### src/design/vao_pkg.sv
`timescale 1ns / 1ps
package vao_pkg;

  localparam int CORDIC_STEPS     = 28;
  localparam int TABLE_SCALE_BITS = 24;
  localparam int NORM_BITS        = 30;
  localparam int CORDIC_W         = 34;
  localparam int OUT_BITS         = 16;

  localparam logic signed [CORDIC_W-1:0] Z_QUARTER = 34'sd1509949440;
  localparam logic signed [CORDIC_W-1:0] Z_HALF    = 34'sd3019898880;

  // Control that travels with each pipeline slot.
  typedef struct packed {
    logic valid;
    logic degen;
    logic quad;
  } vao_ctl_t;

  // Arctangent of 2^-i in degrees scaled by 2^24.
  function automatic logic signed [CORDIC_W-1:0] atan_deg(input int i);
    logic signed [CORDIC_W-1:0] v;
    case (i)
      0:  v = 34'sd754974720;
      1:  v = 34'sd445687602;
      2:  v = 34'sd235489088;
      3:  v = 34'sd119537938;
      4:  v = 34'sd60000934;
      5:  v = 34'sd30029717;
      6:  v = 34'sd15018523;
      7:  v = 34'sd7509720;
      8:  v = 34'sd3754917;
      9:  v = 34'sd1877466;
      10: v = 34'sd938734;
      11: v = 34'sd469367;
      12: v = 34'sd234684;
      13: v = 34'sd117342;
      14: v = 34'sd58671;
      15: v = 34'sd29335;
      16: v = 34'sd14668;
      17: v = 34'sd7334;
      18: v = 34'sd3667;
      19: v = 34'sd1833;
      20: v = 34'sd917;
      21: v = 34'sd458;
      22: v = 34'sd229;
      23: v = 34'sd115;
      24: v = 34'sd57;
      25: v = 34'sd29;
      26: v = 34'sd14;
      27: v = 34'sd7;
      default: v = '0;
    endcase
    return v;
  endfunction

endpackage

### src/design/vao_norm.sv
`timescale 1ns / 1ps
module vao_norm #(
  parameter int COORD_BITS = 14
) (
  input  logic                           clk,
  input  logic                           rst,
  input  logic                           adv,
  input  vao_pkg::vao_ctl_t              in_ctl,
  input  logic signed [2*COORD_BITS+2:0] dot,
  input  logic signed [2*COORD_BITS+2:0] crs,
  output vao_pkg::vao_ctl_t              ctl,
  output logic [vao_pkg::NORM_BITS-1:0]  xn,
  output logic [vao_pkg::NORM_BITS-1:0]  yn
);
  import vao_pkg::*;

  localparam int MW = 2 * COORD_BITS + 2;
  localparam int PB = $clog2(MW);
  localparam int EW = MW + NORM_BITS;

  vao_ctl_t c1, c2;
  logic [MW-1:0] x1, y1, x2, y2;
  logic [PB-1:0] msb;

  logic signed [2*COORD_BITS+2:0] crs_abs, dot_neg;
  logic [MW-1:0] both;
  logic [PB-1:0] msb_next;
  logic [EW-1:0] xe, ye;

  always_comb begin
    crs_abs = crs[2*COORD_BITS+2] ? -crs : crs;
    dot_neg = -dot;
    both = x1 | y1;
    msb_next = '0;
    for (int i = 0; i < MW; i++) begin
      if (both[i]) msb_next = PB'(i);
    end
    xe = {x2, {NORM_BITS{1'b0}}} >> ({1'b0, msb} + 1'b1);
    ye = {y2, {NORM_BITS{1'b0}}} >> ({1'b0, msb} + 1'b1);
  end

  always_ff @(posedge clk) begin
    if (rst) begin
      c1 <= '0; c2 <= '0; ctl <= '0;
    end else if (adv) begin
      c1 <= '{valid: in_ctl.valid, degen: in_ctl.degen, quad: dot[2*COORD_BITS+2]};
      c2 <= c1;
      ctl <= c2;
    end
  end

  always_ff @(posedge clk) begin
    if (adv) begin
      if (dot[2*COORD_BITS+2]) begin
        x1 <= crs_abs[MW-1:0];
        y1 <= dot_neg[MW-1:0];
      end else begin
        x1 <= dot[MW-1:0];
        y1 <= crs_abs[MW-1:0];
      end
      x2 <= x1; y2 <= y1;
      msb <= msb_next;
      xn <= xe[NORM_BITS-1:0];
      yn <= ye[NORM_BITS-1:0];
    end
  end

endmodule

### config.mk
export PLATFORM = sky130hd
export DESIGN_NAME = vao_norm
export DESIGN_NICKNAME = d
export VERILOG_FILES = /design/src/design/vao_pkg.sv /design/src/design/vao_norm.sv
export SDC_FILE = /design/constraint.sdc
export NUM_CORES = 1
export LEC_CHECK = 0
export ABC_CLOCK_PERIOD_IN_PS = 2230
export BUFFER_PORTS_ARGS = -buffer_cell sky130_fd_sc_hd__clkbuf_2
export CAP_MARGIN = 20
export CELL_PAD_IN_SITES_DETAIL_PLACEMENT = 0
export CELL_PAD_IN_SITES_GLOBAL_PLACEMENT = 1
export CORE_MARGIN = 10
export CORE_UTILIZATION = 40
export CTS_CLUSTER_SIZE = 16
export DETAILED_ROUTE_END_ITERATION = 8
export GPL_TIMING_DRIVEN = 1
export PLACE_DENSITY_LB_ADDON = 0.1
export SYNTH_ARGS = -nofsm -noshare
export SYNTH_HDL_FRONTEND = slang
export SYNTH_SLANG_ARGS = --single-unit
### constraint.sdc
create_clock -name clk -period 2.23 [get_ports clk]
set_input_delay 0.1115 -clock clk [delete_from_list [all_inputs] [get_ports clk]]
set_output_delay 0.1115 -clock clk [all_outputs]
set_load 0.01 [all_outputs]
# == Word-level counts from Yosys, hierarchy flattened ==
# Cells that the tools add are included.
# W data, S select, Z words.
# totals
out_inout_bits,63
regBits,194
word_cells,59
# classes
n_reduce_logical,3
shifts,2
n_addsub,3
bitwise,1
n_mux,31
# op_table
op,n
$shr A60 B6 Y30,2
$mux W30,3
$mux W5,14
$neg A30 Y30,2
$mux W4,8
$or A30 B30 Y30,1
$reduce_or A14 Y1,1
$mux W3,4
$add A5 B1 Y6 const B,1
$reduce_or A6 Y1,1
$mux W1,2
$reduce_or A2 Y1,1

# == Depth between registers and ports, before layout ==
# depth
depth_word,29
mapped_depth,9
depth_no_buf,7

# == Worst setup path after synthesis ==
# OpenSTA, ideal clock, no wires.
# synth_timing
path_kind,register to register
startpoint,register msb[0]
endpoint,"register xn[25] (netlist name), data pin"
period_less_slack_ps,2132
path_stages_with_launch,8
t_arrival_ps,1857
t_required_ps,1955
slack_ps,98
path_cell_list,edfxtp_1 > buf_2 > buf_2 > mux4_2 > mux2i_1 > nor2_1 > a31oi_1 > o221ai_1
# synth_via
elab_chain_len,2
# synth_rtl
item,line_no,rtl
"start, declared",vao_norm.sv:23,logic [PB-1:0] msb;
"start signal, assigned",vao_norm.sv:62,msb <= msb_next;
$add A5 B1 Y6,vao_norm.sv:38,"xe = {x2, {NORM_BITS{1'b0}}} >> ({1'b0, msb} + 1'b1);"
$shr A60 B6 Y30,vao_norm.sv:38,
net xe[25],vao_norm.sv:28,"logic [EW-1:0] xe, ye;"
"end signal, assigned",vao_norm.sv:63,xn <= xe[NORM_BITS-1:0];
"end, declared",vao_norm.sv:12,"output logic [vao_pkg::NORM_BITS-1:0] xn,"
# The timed path passes the listed nets, and every way through them passes these cells.
# A chain may end at the register's enable or synchronous reset.

# == Final worst setup path ==
# layout_timing
startpoint,register msb[0]
endpoint,"register yn[14] (netlist name), data pin"
# layout_via
elab_chain_len,2
# layout_rtl
item,line_no,rtl
$add A5 B1 Y6,vao_norm.sv:39,"ye = {y2, {NORM_BITS{1'b0}}} >> ({1'b0, msb} + 1'b1);"
$shr A60 B6 Y30,vao_norm.sv:39,
net ye[14],vao_norm.sv:28,
"end signal, assigned",vao_norm.sv:64,yn <= ye[NORM_BITS-1:0];
"end, declared",vao_norm.sv:13,output logic [vao_pkg::NORM_BITS-1:0] yn
# The timed path passes the listed nets, and every way through them passes these cells.

==> impl_metrics.ini <==
[yosys]
syn-num-nets = 996
yosysWarnings = 0
syn_area_per_cell_um2 = 11.96
synth-seq-cells = 194
synth_edf_count = 185
syn_area_um2 = 11080
syn_inst = 926
ys.flop_type = edfxtp_1
yosysSeqAreaShare_pct = 51.77
synthDistinctLibCells = 60
async_flop_share_pct = 0

[worst_setup_path]
endpoint_kind = flip-flop
criticalPathCategory = reg -> reg
r2r_cells = 8
required_ns = 2.42
worstPathMaxFanout = 15
start_kind = flip-flop
arrival_ns = 2.39

[sta]
setup_violations = 0
finalMaxSlewViolations = 0
fmax_mhz = 454.0
fin_ws_ns = 0.02722
fin_worst_skew_ns = 0.01129
min_period_ns = 2.203
relSlewSlack_pct = 64.77
fin_crit_sh_pct = 98.78
hold_viol_final = 0
worstMarginPinSlew_ns = 0.5237
hold-worst-slack_ns = 0.03906

[die]
ios = 131
fp.coreArea_um2 = 27100
die_area_um2 = 34750
rows = 60
die_x_um = 186.4
start_util_pct = 40.88
die_h_um = 186.4

[placed_design]
hpwl_um = 22120
place_inst = 1446
place_ws_ns = -0.1226
gp_congestion = 0.8853
io_buffers = 129

[grt]
antenna_found_initial = 0
gr-total-overflow = 0
grtUsageTotal_pct = 15.86
grt_max_degree = 60
grt_pass1_vias = 7775
grt_pass1_wl_um = 44420

[cts]
cts.path.max_buffers = 2
clkTransAtPathRegs_ns = 0.08
cts.sink_count = 194
htree_levels = 4
cts_tree = done
clockRootBuffer = clkbuf_16
clk_latency_ns = 0.44
cts_inserted_buffers = 17

[cells_and_area]
drive_above_1_share_pct = 29.87
area_delta_synth_final_pct = 21.89
fin_nets = 1175
layout.cells.non_filler = 1490
multi_input_area_um2 = 5144
n_fill_cell = 2453
seq_area_um2 = 5736
antenna_cells = 0

[power_and_ir_drop]
p_leak_nw = 5.117
powerDensity_nw_per_um2 = 719.2
irDropWorstVdd_v = 0.0004993

[route]
wl_met3_um = 1257
met1_length_um = 13840
dr_wl_met2_um = 12430
drt_pre_antenna_iters = 5
drtIter0Drc = 586
vias = 7905
drc = 0
ant_nets = 0
wl_um = 28120
viasPerCell = 5.305
route.top_layer_used = met4
routedWlPerCell_um = 18.87

[status]
status = finished clean

[run]
cap_violations = 0

[min_path]
hp-class = in -> reg
hold_depth = 3
kinds of logic (layout without fill, tap and decap cells):
family,Yosys count,count (layout),synth area share (%)
flip-flops,194,194,51.77
multiplexers,149,149,18.66
adder cells (fa/ha/maj),2,2,0.2259
AND/OR/NAND/NOR,277,277,12.13
buffers and inverters,69,261,2.575
AO/OA/AOI/OAI,186,186,10.76
XOR/XNOR,49,49,3.874
layout make-up:
type / count / area share (%)
Clock inverter: 15 / 1.455
Inverter: 9 / 0.2502
Sequential cell: 194 / 42.48
Multi-Input combinational cell: 663 / 38.09
Tap cell: 372 / 3.447
Timing Repair Buffer: 220 / 11.13
Clock buffer: 17 / 3.150
state kept, by name, summed over array words and instances, names as in the netlist:
signal,count
x1,30
x2,30
xn,30
y1,30
y2,30
yn,30
msb,5
c1,3
c2,3
ctl,3
report_power, final:
part	internal, mW	leakage (nW)	switching, mW
sequential	4.41	1.89	0.231
clock	1.71	0.296	1.50
combinational	0.861	2.93	0.994
total	6.99	5.12	2.72
routing by layer:
metal / vias to the layer above / GRT usage (%)
met5: - / 0
met4: 0 / 5.347
met3: 36 / 3.501
met2: 211 / 23.83
met1: 3685 / 22.14
li1: 3973 / -
metrics by stage:
| step | total power [mW] | setup TNS (ns) | instance area (um^2) | utilization (%) |
|---|---|---|---|---|
| after global routing | 10.18 | -0.1714 | 13500 | 49.82 |
| after detailed placement | 6.498 | -0.3853 | 12630 | 46.59 |
| after global placement | 6.484 | -0.1553 | 12630 | 46.59 |
| after CTS | 9.729 | -0.02318 | 13340 | 49.22 |
| after floorplan | 5.677 | 0 | 11080 | - |
| final | 9.711 | 0 | 13500 | 49.82 |
synthesized netlist by cell type (12+ instances only):
cell      instances  area share (%)
nand2_1          55             1.9
nor4_1           22             1.2
o31ai_1          17             1.2
mux2i_1          85             7.7
mux2_2           20             2.0
xor2_1           42             3.3
mux4_2           44             8.9
o21ai_0          54             2.4
clkbuf_1         40             1.4
nor3_1           21            0.95
edfxtp_1        185              50
a21oi_1          40             1.8
nor2b_1          12            0.68
a211oi_1         12            0.81
nor2_1          109             3.7
timing repair:
action	CTS	global route
buffers inserted	0	5
gates cloned	1	1
setup endpoints to repair	4	34
endpoints found under the hold margin	9	0
gates resized for setup	2	31
hold buffers	5	0
cells in the final DEF, fill, tap and decap left out, drive strengths merged, types with 4 or more instances in the layout:
| cell type | n |
|---|---|
| edfxtp | 185 |
| clkbuf | 145 |
| nor2 | 109 |
| buf | 87 |
| mux2i | 85 |
| nand2 | 55 |
| o21ai | 55 |
| mux4 | 44 |
| xor2 | 42 |
| a21oi | 40 |
| nor4 | 23 |
| nor3 | 23 |
| mux2 | 20 |
| o31ai | 17 |
| inv | 15 |
| nor2b | 12 |
| a211oi | 12 |
| or4 | 11 |
| or3 | 11 |
| nand3 | 9 |
| o211ai | 9 |
| dfxtp | 9 |
| a31oi | 8 |
| o41ai | 8 |
| xnor2 | 7 |
| nand2b | 6 |
| o221ai | 6 |
| o22ai | 6 |
| nand3b | 5 |
| dlygate4sd3 | 5 |
| clkinv | 5 |
| nand4 | 4 |
| a221oi | 4 |
| o21a | 4 |
critical path, cell delays in order, from the launching register on:
cell and delay [ns]:
edfxtp_1 0.42, buf_12 0.16, buf_6 0.12, buf_16 0.15, buf_4 0.14, mux4_2 0.45
mux2i_1 0.25, nor2_1 0.07, o21a_1 0.19
worst paths after layout:
path | startpoint | end | slack, ns
hold / removal | dot[29] | x1[29] | 0.04
setup / recovery | msb[0] | yn[14] | 0.03
hold reg to reg | y1[0] | y2[0] | 0.42
setup reg to reg | msb[0] | yn[14] | 0.03
Note: power is estimated with default switching activity, not from simulation.
